## config.mk

```make
export PLATFORM = sky130hd
export DESIGN_NAME = gdda_ctrl
export DESIGN_NICKNAME = d
export VERILOG_FILES = /design/src/rtl/gdda_pkg.sv /design/src/rtl/gdda_ctrl.sv
export VERILOG_INCLUDE_DIRS = /design/src /design/src/rtl
export SDC_FILE = /design/constraint.sdc
export NUM_CORES = 1
export LEC_CHECK = 0
export ABC_AREA = 1
export BUFFER_PORTS_ARGS = -buffer_cell sky130_fd_sc_hd__buf_2
export CORE_MARGIN = 2
export CORE_UTILIZATION = 42
export CTS_CLUSTER_DIAMETER = 50
export CTS_CLUSTER_SIZE = 8
export DETAILED_ROUTE_END_ITERATION = 12
export REMOVE_ABC_BUFFERS = 1
export SETUP_SLACK_MARGIN = 0.4
export SLEW_MARGIN = 40
export SYNTH_ARGS = -nofsm -noshare
export SYNTH_HDL_FRONTEND = slang
export SYNTH_SLANG_ARGS = --single-unit
```

## constraint.sdc

```tcl
create_clock -name clock -period 4.2 [get_ports clock]
set_clock_uncertainty 0.05 [all_clocks]
set_input_delay 0.63 -clock clock [delete_from_list [all_inputs] [get_ports clock]]
set_output_delay 0.63 -clock clock [all_outputs]
set_load 0.02 [all_outputs]
```

## src/rtl/assert_macros.svh

```systemverilog
// assertion macros shared by the ray caster modules
`ifndef ASSERT_MACROS_SVH
`define ASSERT_MACROS_SVH

// property checked on every clock edge outside reset
`define GDDA_ASSERT(lbl, clk, rst, prop, msg) \
   lbl: assert property (@(posedge clk) disable iff (rst) prop) else $error(msg);

// condition in one cycle implies a condition in the next
`define GDDA_ASSERT_NEXT(lbl, clk, rst, pre, post, msg) \
   lbl: assert property (@(posedge clk) disable iff (rst) (pre) |=> (post)) else $error(msg);

`endif

```

## src/rtl/gdda_pkg.sv

```systemverilog
// types and constants of the grid dda ray caster
package gdda_pkg;

   // item opcodes
   localparam logic OP_WRITE = 1'b0;
   localparam logic OP_CAST  = 1'b1;

   // register indexes
   localparam logic CSR_MAP_COLS = 1'b0;
   localparam logic CSR_MAP_ROWS = 1'b1;

   // map geometry
   localparam logic [6:0]  MAP_DIM     = 7'd64;
   localparam logic [11:0] CLEAR_LAST  = 12'd4095;
   localparam logic [21:0] CELL_Q6     = 22'd4096;
   localparam logic [8:0]  STEP_GUARD  = 9'd272;

   // sine polynomial coefficients, q14
   localparam logic [14:0] SIN_A       = 15'd25736;
   localparam logic [14:0] SIN_B       = 15'd10512;
   localparam logic [23:0] SIN_C       = 24'd1160;
   localparam logic [14:0] SIN_ONE     = 15'd16384;
   localparam logic [15:0] QUARTER     = 16'h4000;

   // distance and span
   localparam logic [23:0] DIST_MAX    = 24'hFFFFFF;
   localparam logic [15:0] DEN_K       = 16'd10000;
   localparam logic [37:0] DEN_BIAS    = 38'd256;
   localparam logic [36:0] HN          = 37'd78643200000;
   localparam logic [8:0]  SCREEN_ROWS = 9'd480;
   localparam logic [7:0]  SHADE_V     = 8'd255;
   localparam logic [7:0]  SHADE_H     = 8'd200;

   typedef struct packed {
      logic        op;
      logic [5:0]  cell_col;
      logic [5:0]  cell_row;
      logic        cell_is_wall;
      logic [17:0] pos_x;
      logic [17:0] pos_y;
      logic [11:0] ray_angle;
      logic [9:0]  column;
   } req_type;

   typedef struct packed {
      logic [9:0]  out_column;
      logic        hit_side;
      logic        left_map;
      logic [23:0] wall_distance;
      logic [7:0]  span_start;
      logic [8:0]  span_end;
      logic [7:0]  wall_shade;
   } rsp_type;

   typedef enum logic [4:0] {
      ST_CLEAR, ST_IDLE, ST_SIN_LOAD, ST_SIN_M1, ST_SIN_M2, ST_SIN_M3, ST_SIN_M4,
      ST_INIT, ST_PROD_A, ST_PROD_B, ST_STEP, ST_TEST, ST_DIST, ST_DIV1,
      ST_DLOAD, ST_DEN, ST_SPAN, ST_DIV2, ST_OUT
   } state_type;

   typedef enum logic [4:0] {
      DP_IDLE, DP_CLEAR, DP_SIN_LOAD, DP_SIN_M1, DP_SIN_M2, DP_SIN_M3, DP_SIN_M4,
      DP_INIT, DP_PROD_A, DP_PROD_B, DP_STEP, DP_TEST, DP_DIST, DP_DIV,
      DP_DLOAD, DP_DEN, DP_SPAN
   } dp_op_type;

   typedef struct packed {
      dp_op_type   op;
      logic        axis_y;
      logic        force_left;
      logic        out_load;
      logic        capture;
      logic        cell_write;
      logic [11:0] clr_addr;
   } cmd_type;

   typedef struct packed {
      logic out_of_map;
      logic wall;
      logic dist_sat;
      logic span_clamp;
      logic out_free;
   } status_type;

endpackage

```

## src/rtl/gdda_ctrl.sv

```systemverilog
// sequencer of the ray caster: map clearing, sine, stepping and division phases
`include "assert_macros.svh"

module gdda_ctrl (
   input  logic                  clock,
   input  logic                  reset,
   input  logic                  req_valid,
   input  logic                  req_op,
   output logic                  req_stall,
   input  gdda_pkg::status_type  status,
   output gdda_pkg::cmd_type     cmd
);

   gdda_pkg::state_type state_ff, state_in;
   logic        axis_ff, axis_in;
   logic [4:0]  iter_ff, iter_in;
   logic [8:0]  guard_ff, guard_in;
   logic [11:0] clr_ff, clr_in;
   logic        accept;
   logic        guard_done;

   assign accept     = req_valid && (state_ff == gdda_pkg::ST_IDLE);
   assign guard_done = guard_ff >= gdda_pkg::STEP_GUARD;

   // state registers
   always_ff @(posedge clock) begin
      if (reset) begin
         state_ff <= gdda_pkg::ST_CLEAR;
         axis_ff  <= 1'b0;
         iter_ff  <= '0;
         guard_ff <= '0;
         clr_ff   <= '0;
      end else begin
         state_ff <= state_in;
         axis_ff  <= axis_in;
         iter_ff  <= iter_in;
         guard_ff <= guard_in;
         clr_ff   <= clr_in;
      end
   end

   // next state
   always_comb begin
      state_in = state_ff;
      axis_in  = axis_ff;
      iter_in  = iter_ff;
      guard_in = guard_ff;
      clr_in   = clr_ff;
      case (state_ff)
         gdda_pkg::ST_CLEAR: begin
            clr_in = clr_ff + 12'd1;
            if (clr_ff == gdda_pkg::CLEAR_LAST) state_in = gdda_pkg::ST_IDLE;
         end
         gdda_pkg::ST_IDLE: begin
            if (accept && (req_op == gdda_pkg::OP_CAST)) begin
               axis_in  = 1'b0;
               state_in = gdda_pkg::ST_SIN_LOAD;
            end
         end
         gdda_pkg::ST_SIN_LOAD: state_in = gdda_pkg::ST_SIN_M1;
         gdda_pkg::ST_SIN_M1:   state_in = gdda_pkg::ST_SIN_M2;
         gdda_pkg::ST_SIN_M2:   state_in = gdda_pkg::ST_SIN_M3;
         gdda_pkg::ST_SIN_M3:   state_in = gdda_pkg::ST_SIN_M4;
         gdda_pkg::ST_SIN_M4: begin
            if (!axis_ff) begin
               axis_in  = 1'b1;
               state_in = gdda_pkg::ST_SIN_LOAD;
            end else begin
               state_in = gdda_pkg::ST_INIT;
            end
         end
         gdda_pkg::ST_INIT:   state_in = gdda_pkg::ST_PROD_A;
         gdda_pkg::ST_PROD_A: state_in = gdda_pkg::ST_PROD_B;
         gdda_pkg::ST_PROD_B: begin
            guard_in = '0;
            state_in = gdda_pkg::ST_STEP;
         end
         gdda_pkg::ST_STEP: state_in = gdda_pkg::ST_TEST;
         gdda_pkg::ST_TEST: begin
            if (status.out_of_map || status.wall || guard_done) begin
               state_in = gdda_pkg::ST_DIST;
            end else begin
               guard_in = guard_ff + 9'd1;
               state_in = gdda_pkg::ST_STEP;
            end
         end
         gdda_pkg::ST_DIST: begin
            if (status.dist_sat) begin
               state_in = gdda_pkg::ST_DEN;
            end else begin
               iter_in  = 5'd23;
               state_in = gdda_pkg::ST_DIV1;
            end
         end
         gdda_pkg::ST_DIV1: begin
            if (iter_ff == 5'd0) state_in = gdda_pkg::ST_DLOAD;
            else iter_in = iter_ff - 5'd1;
         end
         gdda_pkg::ST_DLOAD: state_in = gdda_pkg::ST_DEN;
         gdda_pkg::ST_DEN:   state_in = gdda_pkg::ST_SPAN;
         gdda_pkg::ST_SPAN: begin
            if (status.span_clamp) begin
               state_in = gdda_pkg::ST_OUT;
            end else begin
               iter_in  = 5'd8;
               state_in = gdda_pkg::ST_DIV2;
            end
         end
         gdda_pkg::ST_DIV2: begin
            if (iter_ff == 5'd0) state_in = gdda_pkg::ST_OUT;
            else iter_in = iter_ff - 5'd1;
         end
         gdda_pkg::ST_OUT: begin
            if (status.out_free) state_in = gdda_pkg::ST_IDLE;
         end
         default: state_in = gdda_pkg::ST_IDLE;
      endcase
   end

   // datapath commands
   always_comb begin
      cmd            = '0;
      cmd.op         = gdda_pkg::DP_IDLE;
      cmd.axis_y     = axis_ff;
      cmd.clr_addr   = clr_ff;
      cmd.capture    = accept;
      cmd.cell_write = accept && (req_op == gdda_pkg::OP_WRITE);
      req_stall      = state_ff != gdda_pkg::ST_IDLE;
      case (state_ff)
         gdda_pkg::ST_CLEAR:    cmd.op = gdda_pkg::DP_CLEAR;
         gdda_pkg::ST_SIN_LOAD: cmd.op = gdda_pkg::DP_SIN_LOAD;
         gdda_pkg::ST_SIN_M1:   cmd.op = gdda_pkg::DP_SIN_M1;
         gdda_pkg::ST_SIN_M2:   cmd.op = gdda_pkg::DP_SIN_M2;
         gdda_pkg::ST_SIN_M3:   cmd.op = gdda_pkg::DP_SIN_M3;
         gdda_pkg::ST_SIN_M4:   cmd.op = gdda_pkg::DP_SIN_M4;
         gdda_pkg::ST_INIT:     cmd.op = gdda_pkg::DP_INIT;
         gdda_pkg::ST_PROD_A:   cmd.op = gdda_pkg::DP_PROD_A;
         gdda_pkg::ST_PROD_B:   cmd.op = gdda_pkg::DP_PROD_B;
         gdda_pkg::ST_STEP:     cmd.op = gdda_pkg::DP_STEP;
         gdda_pkg::ST_TEST: begin
            cmd.op         = gdda_pkg::DP_TEST;
            cmd.force_left = guard_done;
         end
         gdda_pkg::ST_DIST:     cmd.op = gdda_pkg::DP_DIST;
         gdda_pkg::ST_DIV1:     cmd.op = gdda_pkg::DP_DIV;
         gdda_pkg::ST_DLOAD:    cmd.op = gdda_pkg::DP_DLOAD;
         gdda_pkg::ST_DEN:      cmd.op = gdda_pkg::DP_DEN;
         gdda_pkg::ST_SPAN:     cmd.op = gdda_pkg::DP_SPAN;
         gdda_pkg::ST_DIV2:     cmd.op = gdda_pkg::DP_DIV;
         gdda_pkg::ST_OUT:      cmd.out_load = status.out_free;
         default:               cmd.op = gdda_pkg::DP_IDLE;
      endcase
   end

   // checks
   `GDDA_ASSERT(a_load_free, clock, reset, cmd.out_load |-> status.out_free, "result load while output full")
   `GDDA_ASSERT_NEXT(a_div_end, clock, reset, (state_ff == gdda_pkg::ST_DIV1) && (iter_ff == 5'd0), state_ff == gdda_pkg::ST_DLOAD, "distance divide did not finish")
   `GDDA_ASSERT_NEXT(a_out_hold, clock, reset, (state_ff == gdda_pkg::ST_OUT) && !status.out_free, state_ff == gdda_pkg::ST_OUT, "result dropped")

endmodule

```

Word-level counts from Yosys, hierarchy flattened
Cells that the tools add are included.
{"block": "totals", "reg_bits": 32, "latch_bits": 0, "ramBits": 0, "romBits": 0, "input_bits": 9, "output_inout_bits": 23, "word_cells": 75, "memories": 0}
{"block": "classes", "add_sub_neg": 3, "n_mul": 0, "n_div": 0, "magnitude_cmp": 1, "eq_ne": 29, "shift": 0, "n_mux": 21, "n_bitwise": 1, "reduce_logical": 15}
{"op": "$pmux 5 s19", "n": 1}
{"op": "$pmux 5 s16", "n": 1}
{"op": "$eq 5x4->1 const B", "n": 8}
{"op": "$mux 5", "n": 8}
{"op": "$eq 5x3->1 const B", "n": 4}
{"op": "$pmux 9 s2", "n": 1}
{"op": "$ne 2x2->1 const B", "n": 8}
{"op": "$eq 5x5->1 const B", "n": 3}
{"op": "$pmux 5 s3", "n": 1}
{"op": "$add 12x1->12 const B", "n": 1}
{"op": "$eq 12x12->1 const B", "n": 1}
{"op": "$eq 5x2->1 const B", "n": 2}
{"op": "$logic_not 5->1", "n": 2}
{"op": "$add 9x1->9 const B", "n": 1}
{"op": "$ge 9x9->1 const B", "n": 1}
{"op": "$mux 9", "n": 1}
{"op": "$mux 3", "n": 2}
{"op": "$eq 5x1->1 const B", "n": 1}
{"op": "$ne 5x1->1 const B", "n": 1}
{"op": "$reduce_and 5->1", "n": 1}
{"op": "$sub 5x1->5 const B", "n": 1}
{"op": "$mux 2", "n": 2}
{"op": "$reduce_and 2->1", "n": 2}
{"op": "$reduce_and 4->1", "n": 1}
{"op": "9 further kinds", "n": 15}

Depth between registers and ports, before layout
{"block": "depth", "word_depth": 5, "ltp_mapped": 11, "depth_no_buf": 11}

Worst setup path after synthesis
Ideal clock, no wire load.
{"block": "synth_path", "path_kind": "flip-flop to output port", "from": "register state_ff[1]", "to": "output cmd[12] (netlist bit)", "t_arrival_ns": 1.401, "required_time_ns": 3.520, "path_slack_ns": 2.119, "path_stages_with_launch": 6, "path_buffers": 0, "cell_sequence": "dfxtp_1 inv_2 nand2_2 nor2_2 nand2_1 nor3_1"}
{"element": "from (decl)", "line_no": "gdda_ctrl.sv:14", "source": "gdda_pkg::state_type state_ff, state_in;"}
{"element": "from (signal assigned)", "line_no": "gdda_ctrl.sv:28", "source": "state_ff <= gdda_pkg::ST_CLEAR;"}
{"element": "from (signal assigned)", "line_no": "gdda_ctrl.sv:34", "source": "state_ff <= state_in;"}
{"element": "to (decl)", "line_no": "gdda_ctrl.sv:11", "source": "output gdda_pkg::cmd_type cmd"}

==> results.ini <==
[status]
outcome=completed

[sta]
slew_viol_final=0
setup_ws_ns=1.629
setup_tns_ns=0
tightest_slew_ns=0.4766
relSlewSlack_pct=68.19
max_freq_mhz=389.0
rsz0062_at_grt=false
fin_crit_sh_pct=61.21
setup_viol=0
timing.final.crit_period_ns=2.571
hold_viol=0

[worst_setup_path]
end_kind=output pin
cp_max_fo=11
timing_worst_setup_path_type=reg -> out
crit_required_ns=3.52
critPathLaunchType=flip-flop
cp.arrival_ns=1.89

[clock_tree]
clockBufferDepth=2
cts_resized=0
cts_sinks=32
cts-buffers-inserted=5
htreeDepth=2
cts_root_buf=clkbuf_8
path_clk_slew_ns=0.07
postCtsSetupBuffers=0
worstSkewPairLatency_ns=0.28
holdBufCountCts=0
cts_tree=built

[global_routing]
grt_max_degree=18
grt_pass1_vias=1886
antenna_found_initial=0
overflow=0
grt_first_pass_wirelength_um=8045
grt_use_total_pct=18.26

[synthesis]
yosysWarnings=0
ys.flop_type=dfxtp_1
synth-seq-cells=32
async_flop_share_pct=0
synth_area_um2=2152
synth_edf_count=0
synth.avg_cell_area_um2=6.424
synth_cell_types=39
synth-seq-area-share_pct=29.77
netlist_instances=335

[die]
initial_core_util_pct=42.96
io_pins=32
core_um2=5010
die_h_um=75.58
die-area_um2=5712
die_w_um=75.58
rows=26

[place]
dpl.hpwl_um=3808
gp_congestion=0.8739
io_buffer_count=31
dp_slack_ns=1.940
place_inst=428

[detailed_routing]
ant_nets=0
wl_per_cell_um=11.27
drtPass1Iterations=4
drcViolationCount=0
vias_per_cell=4.853
wl_met2_um=2200
drt_iter0_drc=81
wl_met3_um=218
top_layer=met4
dr_total_vias=2116
totalWireLength_um=4913
wl_met1_um=2393

[cells_and_area]
area_growth_pct=14.65
final_nets=378
n_antenna_cell=0
multiInputGateArea_um2=1259
final_cells=436
regArea_um2=640.6
drive_gt1_share_pct=21.04
n_fill_cell=548

[flow_run]
cap_violations=0

[power]
p_leak_nw=1.150
p_per_area_nw_per_um2=513.7
vdd_drop_max_mv=0.1789

[min_path]
hold_class=reg -> reg

==> synthesized netlist by cell type (3+ instances only) <==
| cell type | n | area share [%] |
|---|---|---|
| a21oi_2 | 3 | 1.2 |
| clkbuf_1 | 3 | 0.52 |
| inv_1 | 46 | 8.0 |
| nor2_1 | 52 | 9.1 |
| ha_1 | 4 | 2.3 |
| nand2_2 | 11 | 3.2 |
| inv_2 | 7 | 1.2 |
| o21ai_0 | 13 | 3.0 |
| nor3_1 | 9 | 2.1 |
| nand3_1 | 23 | 5.3 |
| a21oi_1 | 20 | 4.7 |
| nor2_2 | 6 | 1.7 |
| nand2_1 | 65 | 11 |
| dfxtp_1 | 32 | 30 |
| nand4_1 | 6 | 1.7 |
| xor2_1 | 3 | 1.2 |
==> layer usage <==
metal	GRT usage, %	vias up
li1	-	1135
met1	23.95	923
met2	29.86	48
met3	3.439	10
met4	6.823	0
met5	0	-
==> path summary, 6_finish.rpt <==
kind | start | cells past startpoint | slack (ns) | endpoint
worst max-delay path | state_ff[4] | 7 | 1.63 | cmd[17]
worst max register to register | state_ff[3] | 10 | 2.24 | clr_ff[10]
worst min register to register | iter_ff[1] | 2 | 0.41 | iter_ff[1]
worst min-delay path | iter_ff[1] | 2 | 0.41 | iter_ff[1]
==> cells by family after synthesis <==
logic type / Yosys count / share of synthesized area (%)
and+or+nand+nor: 188 / 42.33
adders and majority gates: 4 / 2.326
DFF: 32 / 29.77
buffers and inverters: 61 / 11.74
xor gates and xnor gates: 3 / 1.221
AOI/OAI and AO/OA: 47 / 12.62
==> critical path, cell delays in order (launching register included) <==
cell and delay (ns):
dfxtp_1 0.57, inv_2 0.18, nand3_1 0.14, inv_1 0.08, nand2_1 0.10, nor4b_1 0.22, nand4_1 0.13, buf_2 0.18
==> layout make-up <==
type / count / area share, %
flip-flops and latches: 32 / 25.96
multi-input cells: 242 / 51.01
well taps: 70 / 3.550
clock buffers: 7 / 3.905
repair buffers: 31 / 6.288
clock inverters: 1 / 1.217
inverters: 53 / 8.063
==> cell usage in the layout, fill, tap and decap left out <==
| cell | Yosys | final |
|---|---|---|
| a41oi_1 | 1 | 1 |
| bufinv_16 | 0 | 1 |
| nor3_2 | 1 | 1 |
| o31ai_1 | 1 | 1 |
| nor3b_2 | 1 | 1 |
| o21ai_0 | 13 | 13 |
| ha_1 | 4 | 4 |
| dfxtp_1 | 32 | 32 |
| nand2_4 | 2 | 2 |
| clkbuf_8 | 0 | 7 |
| o211ai_1 | 2 | 2 |
| a21oi_1 | 20 | 20 |
| o2111ai_1 | 1 | 1 |
| o21ai_1 | 1 | 1 |
| nor4_1 | 2 | 2 |
| inv_1 | 46 | 46 |
| o22ai_1 | 2 | 2 |
| a31oi_1 | 1 | 1 |
| nand3_1 | 23 | 23 |
| nor4b_1 | 1 | 1 |
| nand3_2 | 2 | 2 |
| inv_2 | 7 | 7 |
| a21oi_2 | 3 | 3 |
| nor2_8 | 2 | 2 |
| nand3b_1 | 2 | 2 |
| nor3_1 | 9 | 9 |
| nor2_4 | 1 | 1 |
| nand2_1 | 65 | 65 |
| o21ai_2 | 1 | 1 |
| nor2_1 | 52 | 52 |
| nand2_2 | 11 | 11 |
| nand4_1 | 6 | 6 |
| or2_4 | 1 | 1 |
| and3_1 | 1 | 1 |
| a211oi_1 | 1 | 1 |
| xor2_1 | 3 | 3 |
| buf_2 | 1 | 31 |
| nor2_2 | 6 | 6 |
==> state kept, by name, summed over array words and instances (netlist names) <==
register  cells
clr_ff       12
guard_ff      9
iter_ff       5
state_ff      5
axis_ff       1
==> power breakdown <==
group          switching, W  internal (W)  leakage, nW  total (W)
Clock              0.000115      0.000209       0.0645   0.000325
Sequential        0.0000501      0.000340        0.259   0.000390
Combinational      0.000369      0.000184        0.826   0.000553
Total              0.000535      0.000733         1.15    0.00127
==> per-stage QoR <==
step	area (um2)	utilization, %	hold WS (ns)	power, W
CTS	2467	49.25	0.4179	0.001282
global placement	2341	46.73	0.4007	0.0009495
global route	2467	49.25	0.4356	0.001376
floorplan	2098	-	0.3776	0.0008202
detailed placement	2341	46.73	0.4064	0.0009524
finish	2467	49.25	0.4134	0.001267
Note: power is estimated with default switching activity, not from simulation.
